==> src/sv/bmasc_pkg.sv <==
package bmasc_pkg;

    localparam int MAX_DIGITS = 16;
    localparam int DIGIT_W    = 4;
    localparam int WORD_W     = MAX_DIGITS * DIGIT_W;
    localparam int LEN_W      = 5;

    // operation codes
    localparam logic [1:0] OP_ADD = 2'd0;
    localparam logic [1:0] OP_SUB = 2'd1;
    localparam logic [1:0] OP_CMP = 2'd2;

    // status codes
    localparam logic [1:0] ST_OK       = 2'd0;
    localparam logic [1:0] ST_BAD      = 2'd1;
    localparam logic [1:0] ST_NEGATIVE = 2'd2;
    localparam logic [1:0] ST_OVERFLOW = 2'd3;

    // what one digit lane finds
    typedef struct packed {
        logic                 bad;
        logic [DIGIT_W:0]     sum_raw;
        logic                 gen_add;
        logic                 prop_add;
        logic [DIGIT_W-1:0]   diff_raw;
        logic                 gen_sub;
        logic                 prop_sub;
    } lane_info_t;

    // merged result of one item
    typedef struct packed {
        logic                 valid;
        logic [WORD_W-1:0]    digits;
        logic                 less;
        logic                 equal;
        logic [1:0]           status;
    } merge_out_t;

endpackage

==> src/sv/bmasc_lane.sv <==
module bmasc_lane
(
    input  logic                        clk,
    input  logic [3:0]                  first_digit,
    input  logic [3:0]                  second_digit,
    output bmasc_pkg::lane_info_t       info
);
    import bmasc_pkg::*;

    lane_info_t info_reg;
    lane_info_t info_next;
    logic [DIGIT_W:0] a_ext;
    logic [DIGIT_W:0] b_ext;
    logic [DIGIT_W:0] diff_ext;

    always_comb
    begin
        a_ext              = {1'b0, first_digit};
        b_ext              = {1'b0, second_digit};
        info_next.bad      = (first_digit > 4'd9) || (second_digit > 4'd9);
        info_next.sum_raw  = a_ext + b_ext;
        info_next.gen_add  = info_next.sum_raw >= 5'd10;
        info_next.prop_add = info_next.sum_raw == 5'd9;
        info_next.gen_sub  = first_digit < second_digit;
        info_next.prop_sub = first_digit == second_digit;
        // digit difference with a borrow of ten already lent when needed
        if (info_next.gen_sub)
        begin
            diff_ext = a_ext + 5'd10 - b_ext;
        end
        else
        begin
            diff_ext = a_ext - b_ext;
        end
        info_next.diff_raw = diff_ext[DIGIT_W-1:0];
    end

    always_ff @(posedge clk)
    begin
        info_reg <= info_next;
    end

    assign info = info_reg;

endmodule

==> src/sv/bmasc_merge.sv <==
module bmasc_merge
#(
    parameter int NUM_DIGITS = 16
)
(
    input  logic                        clk,
    input  logic                        rst_n,
    input  logic                        valid,
    input  logic [1:0]                  operation,
    input  bmasc_pkg::lane_info_t       lanes [NUM_DIGITS],
    output bmasc_pkg::merge_out_t       result
);
    import bmasc_pkg::*;

    localparam int LEVELS = (NUM_DIGITS > 1) ? $clog2(NUM_DIGITS) : 1;

    logic [LEVELS:0][NUM_DIGITS-1:0] ga;
    logic [LEVELS:0][NUM_DIGITS-1:0] pa;
    logic [LEVELS:0][NUM_DIGITS-1:0] gs;
    logic [LEVELS:0][NUM_DIGITS-1:0] ps;
    logic [NUM_DIGITS-1:0]           bad_bits;
    logic                            carry_in;
    logic                            borrow_in;
    logic [DIGIT_W:0]                sum_c;
    logic [DIGIT_W-1:0]              diff_d;
    logic [WORD_W-1:0]               add_word;
    logic [WORD_W-1:0]               sub_word;
    logic                            any_bad;
    logic                            carry_out;
    logic                            less;
    logic                            equal;

    merge_out_t result_reg;
    merge_out_t result_next;

    // carry and borrow lookahead over the lanes
    always_comb
    begin
        for (int i = 0; i < NUM_DIGITS; i++)
        begin
            ga[0][i]    = lanes[i].gen_add;
            pa[0][i]    = lanes[i].prop_add;
            gs[0][i]    = lanes[i].gen_sub;
            ps[0][i]    = lanes[i].prop_sub;
            bad_bits[i] = lanes[i].bad;
        end
        for (int l = 0; l < LEVELS; l++)
        begin
            for (int i = 0; i < NUM_DIGITS; i++)
            begin
                if (i >= (1 << l))
                begin
                    ga[l+1][i] = ga[l][i] | (pa[l][i] & ga[l][i - (1 << l)]);
                    pa[l+1][i] = pa[l][i] & pa[l][i - (1 << l)];
                    gs[l+1][i] = gs[l][i] | (ps[l][i] & gs[l][i - (1 << l)]);
                    ps[l+1][i] = ps[l][i] & ps[l][i - (1 << l)];
                end
                else
                begin
                    ga[l+1][i] = ga[l][i];
                    pa[l+1][i] = pa[l][i];
                    gs[l+1][i] = gs[l][i];
                    ps[l+1][i] = ps[l][i];
                end
            end
        end
    end

    // final digit correction per lane
    always_comb
    begin
        add_word = '0;
        sub_word = '0;
        for (int i = 0; i < NUM_DIGITS; i++)
        begin
            carry_in  = (i == 0) ? 1'b0 : ga[LEVELS][(i == 0) ? 0 : i - 1];
            borrow_in = (i == 0) ? 1'b0 : gs[LEVELS][(i == 0) ? 0 : i - 1];
            sum_c = lanes[i].sum_raw + {{DIGIT_W{1'b0}}, carry_in};
            if (sum_c >= 5'd10)
            begin
                sum_c = sum_c - 5'd10;
            end
            if (borrow_in && (lanes[i].diff_raw == 4'd0))
            begin
                diff_d = 4'd9;
            end
            else
            begin
                diff_d = lanes[i].diff_raw - {{(DIGIT_W-1){1'b0}}, borrow_in};
            end
            add_word[DIGIT_W*i +: DIGIT_W] = sum_c[DIGIT_W-1:0];
            sub_word[DIGIT_W*i +: DIGIT_W] = diff_d;
        end
    end

    always_comb
    begin
        any_bad   = |bad_bits;
        carry_out = ga[LEVELS][NUM_DIGITS-1];
        // a borrow out of the full difference means first is below second
        less      = gs[LEVELS][NUM_DIGITS-1];
        equal     = &ps[0];

        result_next.valid  = valid;
        result_next.digits = '0;
        result_next.less   = less;
        result_next.equal  = equal;
        result_next.status = ST_OK;
        priority if (any_bad)
        begin
            result_next.less   = 1'b0;
            result_next.equal  = 1'b0;
            result_next.status = ST_BAD;
        end
        else if (operation == OP_ADD)
        begin
            if (carry_out)
            begin
                result_next.status = ST_OVERFLOW;
            end
            else
            begin
                result_next.digits = add_word;
            end
        end
        else if (operation == OP_SUB)
        begin
            if (less)
            begin
                result_next.status = ST_NEGATIVE;
            end
            else
            begin
                result_next.digits = sub_word;
            end
        end
        else
        begin
            // compare only, and the unused code behaves the same
            result_next.status = ST_OK;
        end
    end

    always_ff @(posedge clk or negedge rst_n)
    begin
        if (!rst_n)
        begin
            result_reg <= '0;
        end
        else
        begin
            result_reg <= result_next;
        end
    end

    assign result = result_reg;

endmodule

==> src/sv/bcd_money_add_sub_compare_unit.sv <==
// decimal money add, subtract and compare on packed bcd operands
// input channel: raise start with operation, first_digits and second_digits;
//   the item is taken at the rising edge where start is high and busy is low.
//   busy is always low, so a new item can be taken every cycle.
// output channel: done is high for exactly one cycle with result_digits,
//   result_length, first_less, operands_equal and status; the receiver
//   must take the item in that cycle, it cannot hold results off.
// pipeline: an item taken at an edge passes three register stages (digit
//   lanes, lookahead merge, length encode) before its result shows with done.
// throughput: one item per cycle, the stages are fully pipelined.
// digits 0 and 1 are the cents; only the low NUM_DIGITS nibbles are used,
//   higher result nibbles read as zero.
// reset: rst_n clears the valid pipeline so no done pulse follows reset;
//   items in flight at reset are dropped.
module bcd_money_add_sub_compare_unit
#(
    parameter int NUM_DIGITS = 16
)
(
    input  logic                               clk,
    input  logic                               rst_n,
    input  logic                               start,
    output logic                               busy,
    input  logic [1:0]                         operation,
    input  logic [bmasc_pkg::WORD_W-1:0]       first_digits,
    input  logic [bmasc_pkg::WORD_W-1:0]       second_digits,
    output logic                               done,
    output logic [bmasc_pkg::WORD_W-1:0]       result_digits,
    output logic [bmasc_pkg::LEN_W-1:0]        result_length,
    output logic                               first_less,
    output logic                               operands_equal,
    output logic [1:0]                         status
);
    import bmasc_pkg::*;

    // stage 1: one lane per digit, lanes register their own findings
    lane_info_t lanes [NUM_DIGITS];
    logic       s1_valid_reg;
    logic [1:0] s1_op_reg;

    // stage 2: merge of the lanes
    merge_out_t merged;

    // stage 3: length encode and output registers
    logic                done_reg;
    logic [WORD_W-1:0]   digits_reg;
    logic [LEN_W-1:0]    length_reg;
    logic [LEN_W-1:0]    length_next;
    logic                less_reg;
    logic                equal_reg;
    logic [1:0]          status_reg;

    // never stalls
    assign busy = 1'b0;

    genvar gi;
    generate
        for (gi = 0; gi < NUM_DIGITS; gi++)
        begin : g_lane
            bmasc_lane u_lane
            (
                .clk          (clk),
                .first_digit  (first_digits[DIGIT_W*gi +: DIGIT_W]),
                .second_digit (second_digits[DIGIT_W*gi +: DIGIT_W]),
                .info         (lanes[gi])
            );
        end
    endgenerate

    always_ff @(posedge clk or negedge rst_n)
    begin
        if (!rst_n)
        begin
            s1_valid_reg <= 1'b0;
        end
        else
        begin
            s1_valid_reg <= start && !busy;
        end
    end

    always_ff @(posedge clk)
    begin
        s1_op_reg <= operation;
    end

    bmasc_merge
    #(
        .NUM_DIGITS (NUM_DIGITS)
    )
    u_merge
    (
        .clk       (clk),
        .rst_n     (rst_n),
        .valid     (s1_valid_reg),
        .operation (s1_op_reg),
        .lanes     (lanes),
        .result    (merged)
    );

    // highest nonzero digit plus one, zero for a zero value
    always_comb
    begin
        length_next = '0;
        for (int i = 0; i < NUM_DIGITS; i++)
        begin
            if (merged.digits[DIGIT_W*i +: DIGIT_W] != 4'd0)
            begin
                length_next = LEN_W'(i + 1);
            end
        end
    end

    always_ff @(posedge clk or negedge rst_n)
    begin
        if (!rst_n)
        begin
            done_reg <= 1'b0;
        end
        else
        begin
            done_reg <= merged.valid;
        end
    end

    always_ff @(posedge clk)
    begin
        digits_reg <= merged.digits;
        length_reg <= length_next;
        less_reg   <= merged.less;
        equal_reg  <= merged.equal;
        status_reg <= merged.status;
    end

    assign done           = done_reg;
    assign result_digits  = digits_reg;
    assign result_length  = length_reg;
    assign first_less     = less_reg;
    assign operands_equal = equal_reg;
    assign status         = status_reg;

    // every taken item comes out with done after the three register stages
    a_latency: assert property (@(posedge clk) disable iff (!rst_n)
        start && !busy |-> ##3 done)
        else $error("item did not complete in three cycles");

    // a bad digit clears the whole result
    a_bad_clears: assert property (@(posedge clk) disable iff (!rst_n)
        done && (status == ST_BAD) |->
            (result_digits == '0) && (result_length == '0) &&
            !first_less && !operands_equal)
        else $error("bad digit result not cleared");

    // errors give no digits
    a_error_zero: assert property (@(posedge clk) disable iff (!rst_n)
        done && ((status == ST_NEGATIVE) || (status == ST_OVERFLOW)) |->
            (result_digits == '0) && (result_length == '0))
        else $error("error result carries digits");

    // length and digits agree on zero
    a_length_zero: assert property (@(posedge clk) disable iff (!rst_n)
        done |-> ((result_digits == '0) == (result_length == '0)))
        else $error("length disagrees with digits");

    // comparison flags exclude each other, negative needs less
    a_flags: assert property (@(posedge clk) disable iff (!rst_n)
        done |-> !(first_less && operands_equal) &&
            ((status != ST_NEGATIVE) || first_less))
        else $error("inconsistent comparison flags");

endmodule
==> config.mk <==
export PLATFORM = sky130hd
export DESIGN_NAME = bcd_money_add_sub_compare_unit
export DESIGN_NICKNAME = d
export VERILOG_FILES = /design/src/sv/bmasc_pkg.sv /design/src/sv/bmasc_lane.sv /design/src/sv/bmasc_merge.sv /design/src/sv/bcd_money_add_sub_compare_unit.sv
export SDC_FILE = /design/constraint.sdc
export NUM_CORES = 1
export LEC_CHECK = 0
export BUFFER_PORTS_ARGS = -buffer_cell sky130_fd_sc_hd__buf_2
export CORE_UTILIZATION = 25
export DETAILED_ROUTE_END_ITERATION = 7
export HOLD_SLACK_MARGIN = 0.1
export PLACE_DENSITY_LB_ADDON = 0.12
export SLEW_MARGIN = 0
export SYNTH_ARGS = -nofsm -noshare
export SYNTH_HDL_FRONTEND = slang
export SYNTH_SLANG_ARGS = --single-unit
==> constraint.sdc <==
create_clock -name clk -period 3.55 [get_ports clk]
set_clock_uncertainty 0.1 [all_clocks]
set_input_delay 0.1775 -clock clk [delete_from_list [all_inputs] [get_ports clk]]
set_output_delay 0.1775 -clock clk [all_outputs]
set_load 0.02 [all_outputs]
Word-level counts from Yosys, hierarchy flattened. Index checks and enable logic that the tools add are counted.

Bits in registers: 369. Word-level logic and storage cells: 748. Output and inout bits: 75. Bits of input ports: 133.

Reduce and logical (&&, ||, !) cells: 65. Multiplexer cells: 73. Add/sub/neg operators: 110. Bitwise operators: 264. Order comparisons: 80. Equal/unequal tests: 32.

Operators with widths (number): 64-bit two-way mux (5); 4-bit two-way mux (47); 1-bit AND (166); 5-bit by 4-bit greater-or-equal comparator with 1-bit output, second input constant (32); 4-bit greater-than comparator, second input constant (32); 4-bit subtractor (32); 1-bit OR (98); 4-bit by 4-bit adder with 5-bit output (16); 5-bit by 1-bit adder with 5-bit output (15); 5-bit by 4-bit == test with 1-bit output, second input constant (15); 4-bit adder, second input constant (16); 4-bit == test (16); 4-bit less-than comparator (16); 4-bit nonzero test (16); 4-bit subtractor, second input constant (16); 4-bit zero test (15); 4-bit by 1-bit subtractor with 4-bit output (15); 5-bit two-way mux (10); 1-bit logical OR (16); 2-bit two-way mux (8); 16-bit AND reduction (1); 16-bit OR reduction (1); 1-bit logical AND (15); 3-bit two-way mux (2); other kinds (3) (3).

Longest topological paths before layout.
Depth after elaboration: 16. Gate-level depth with buffers: 15. Mapped depth without buffers: 15.

Modules after synthesis. From an unflattened synthesis, not the netlist that was laid out.

Cell total of the unflattened synthesis: 2218. Area, all modules: 21744.6 um^2.

Modules (own cells, without submodules): bmasc_lane (g_lane[0].u_lane ...) (area each 817.0 um^2, seq. area each 260.2 um^2, times used 12, cells an instance 81); bmasc_merge (area each 6820.3 um^2, seq. area each 1726.7 um^2, times used 1, cells an instance 798); bmasc_lane (g_lane[6].u_lane ...) (area each 813.3 um^2, seq. area each 260.2 um^2, times used 4, cells an instance 82); bcd_money_add_sub_compare_unit (area each 1866.8 um^2, seq. area each 1551.5 um^2, times used 1, cells an instance 120).

Least setup slack after synthesis. No wires, ideal clock.

Kind: flip-flop to flip-flop. Start point: register g_lane[8].u_lane.info_reg, in the netlist g_lane[8].u_lane.info[6]. End point: register u_merge.result_reg, in the netlist u_merge.result[66]. Stages on the path, launching flop included: 16. Required time: 3.323 ns. Library setup time: 0.127 ns. Buffers on the path: 0. Data arrival time: 2.962 ns. Period minus slack after synthesis: 3.188 ns. Slack: 0.362 ns. Path through: dfxtp_1 > nand3_1 > or2_2 > o221a_2 > nor2_1 > a41o_1 > ha_1 > ha_1 > xnor2_1 > ha_1 > inv_1 > a31o_2 > a2111oi_0 > a31oi_1 > o211ai_1 > o22ai_1.

RTL lines: start: declaration (line bmasc_lane.sv:10) `lane_info_t info_reg;`; start signal: assignment (line bmasc_lane.sv:40) `info_reg <= info_next;`; end signal: assignment (line bmasc_merge.sv:152) `result_reg <= result_next;`; end: declaration (line bmasc_merge.sv:33) `merge_out_t result_reg;`.

==> flow_summary.ini <==
[floorplan]
die_area_mm2 = 0.0791
ios = 208
fp-row-count = 102
die_w_um = 281
core_area_mm2 = 0.0773
initial_core_util_pct = 25.2
die-height_um = 281

[synthesis]
synthCells = 1996
synth_seq_cells = 368
ys_types = 67
postSynthAreaPerCell_um2 = 9.76
synth_flop_cell = dfxtp_1
yosysWarningCount = 0
syn_area_mm2 = 0.0195
synth-simple-area-share_pct = 9.93
ys_seq_area_share_pct = 39.6
synthMuxAreaShare_pct = 0.924
synth-xor-area-share_pct = 7.24
synthAdderAreaFrac_pct = 21.7
synth_area_leaders = dfxtp_1 (31%), ha_1 (15%), dfrtp_1 (9.1%)
synth_edf_count = 0
synth_nets = 2429
synth_compound_area_share_pct = 14.5
async_flop_share_pct = 19.3
netlist.area_leader.share_pct = 30.5
yosysTopAreaCell = dfxtp_1
synth_top_family_by_area = adder cells

[final_layout]
finalNonFillerCells = 3543
finish.utilization_pct = 33.4
largest_reg_flops = 222
area_growth_pct = 32.4
drive_gt1_share_pct = 14.0
fin_nets = 2898
fillCellCount = 8005

[outcome]
violations = design-rule violations
status = finished with violations

[timing]
max_clock_freq_mhz = 295
final.setup.tns_ns = 0
relSlewSlack_pct = 40.2
hold_ws_ns = 0.142
slew_violations = 0
finalCritPeriodShare_pct = 95.3
min_period_ns = 3.38
worst_slew_pin_slew_ns = 0.889
hold_viol = 0
setup_violations = 0

[flow_run]
max_cap_violations = 0

[detailed_routing]
drc = 4
via_per_inst = 4.32
postRouteWirelength_um = 57900
wl_per_cell_um = 16.3
antenna_left = 0
first_iter_violations = 472
dr_total_vias = 15300
dr.pass1.iters = 8

[clock_network]
cts-root-buf = clkbuf_16
cts.path.max_buffers = 3
cts_sinks = 368
numCtsBuffers = 46
cts_tree = done
clkLatencyLatePin_ns = 0.58
clk_pin_slew_worst_paths_ns = 0.06
cts.htree.levels = 2

[power]
power.density_mw_per_mm2 = 501
p_leak_nw = 12.2
finalPower_mw = 12.9
irDropWorstVdd_mv = 0.293

[min_path]
whs_path_depth = 5
worstHoldEndpoint = g_lane[5].u_lane.info[11]
hp-start = second_digits[22]
hold_path.class = input port to flop

[setup_path]
crit_arrival_ns = 3.71
cp.required_ns = 3.87
crit_type = flop to flop
cp_max_fo = 4
end_kind = flop
reg2reg_depth = 15
worstSetupStartpointType = flop
ff2ff_setup_slack_ns = 0.17
rr_startpoint = g_lane[8].u_lane.info[6]
reg2reg_to = u_merge.result[66]

[global_routing]
grt_usage_pct = 14.7
grt_overflow = 0
antenna_found_initial = 4
grt_pass1_wl_um = 89200
grt_max_degree = 33
grt_pass1_vias = 16000

[place]
place_congestion = 0.820
io_buffers = 206
place_inst = 3225
hpwl_um = 45600
-- logic make-up after synthesis --
family,count (synthesis)
AND/OR/NAND/NOR,396
XOR/XNOR,161
AO/OA/AOI/OAI,445
adder cells (fa/ha/maj),300
buffers and inverters,308
other,1
flip-flops,368
multiplexers,17
-- area by class of cell --
type / instances / area [µm²] / share of cell area, %
well taps: 1040 / 1300 / 5.04
clock inverters: 14 / 159 / 0.616
flip-flops and latches: 368 / 7720 / 29.9
clock buffers: 70 / 1370 / 5.32
repair buffers: 461 / 3530 / 13.7
diodes: 2 / 5.00 / 0.0194
inverters: 268 / 1010 / 3.90
multi-input cells: 1320 / 10700 / 41.5
-- Yosys cell counts (9+ instances only) --
master and n:
nor2_1 110, nor4b_1 15, mux2i_1 9, nor3_1 25, inv_1 266, dfrtp_1 71, ha_1 236, fa_1 64
or4_1 11, a21o_1 53, clkbuf_1 30, o211ai_1 23, xnor2_1 103, a31oi_1 22, nand3_1 43, a21oi_1 120
xor2_1 58, nand3b_1 19, o21bai_1 35, dfxtp_1 297, nand2_1 114, o21ai_0 89, nor4_1 17, o22ai_1 31
o31ai_1 15
-- report_power, final --
part	internal (mW)	switching, mW	total, mW	leakage, nW
clock network	2.88	1.84	4.72	0.756
registers	4.56	0.316	4.88	3.45
logic	1.60	1.73	3.33	7.96
-- layout by cell type, fill, tap and decap left out, types with 31 or more instances in the layout --
cell	n
dfxtp_1	297
a21oi_1	118
nand3_1	43
nand2_1	114
dfrtp_1	71
dlygate4sd3_1	226
xnor2_1	99
nor2_1	109
o21ai_0	88
buf_2	205
a21o_1	53
fa_1	64
o21bai_1	35
inv_1	266
clkbuf_16	47
xor2_1	58
o22ai_1	31
ha_1	228
-- through the flow --
| step | cell area [µm²] | setup slack (ns) |
|---|---|---|
| 6_report | 25800 | 0.166 |
| 5_1_grt | 25800 | -0.00542 |
| 4_1_cts | 25700 | 0.00147 |
| 3_5_place_dp | 21800 | -0.0629 |
| 3_3_place_gp | 21800 | -0.00458 |
| 2_1_floorplan | 19500 | 0.362 |
-- metal layers --
metal	part of all wire, %	global-route usage [%]	vias up
li1	-	-	7674
met1	46	19.2	7260
met2	47	24.5	302
met3	4.0	2.19	87
met4	2.9	5.34	0
met5	0	0	-
-- what timing repair did --
item | 4_1_cts | 5_1_grt
setup buffers | 1 | 4
pin swaps | 1 | 9
hold buffers | 227 | 0
gates resized for setup | 6 | 19
hold endpoints to repair | 275 | 0
endpoints found under the setup margin | 3 | 7
-- worst max-delay path, cell delays in order, from the launching register on --
cell and delay, ns:
dfxtp_1 0.37, nand3_1 0.16, or2_2 0.31, o221a_4 0.29, nor2_4 0.13, a41o_1 0.20
ha_2 0.21, ha_4 0.18, xnor2_4 0.13, ha_2 0.20, inv_1 0.06, a31o_2 0.25
a2111oi_2 0.35, a31oi_1 0.07, o211ai_1 0.11, o22ai_1 0.10
-- worst max path at each step --
stage,endpoint,depth (start not counted),slack (ns),startpoint
after detailed placement,u_merge.result[66],15,-0.06,g_lane[8].u_lane.info[6]
after CTS,u_merge.result[46],15,0.001,g_lane[0].u_lane.info[7]
final,u_merge.result[66],15,0.17,g_lane[8].u_lane.info[6]
after floorplan,u_merge.result[66],15,0.36,g_lane[8].u_lane.info[6]
after global routing,u_merge.result[66],15,-0.005,g_lane[8].u_lane.info[6]
after global placement,u_merge.result[66],15,-0.005,g_lane[2].u_lane.info[7]
No activity file was read; power rests on OpenSTA's default activity.
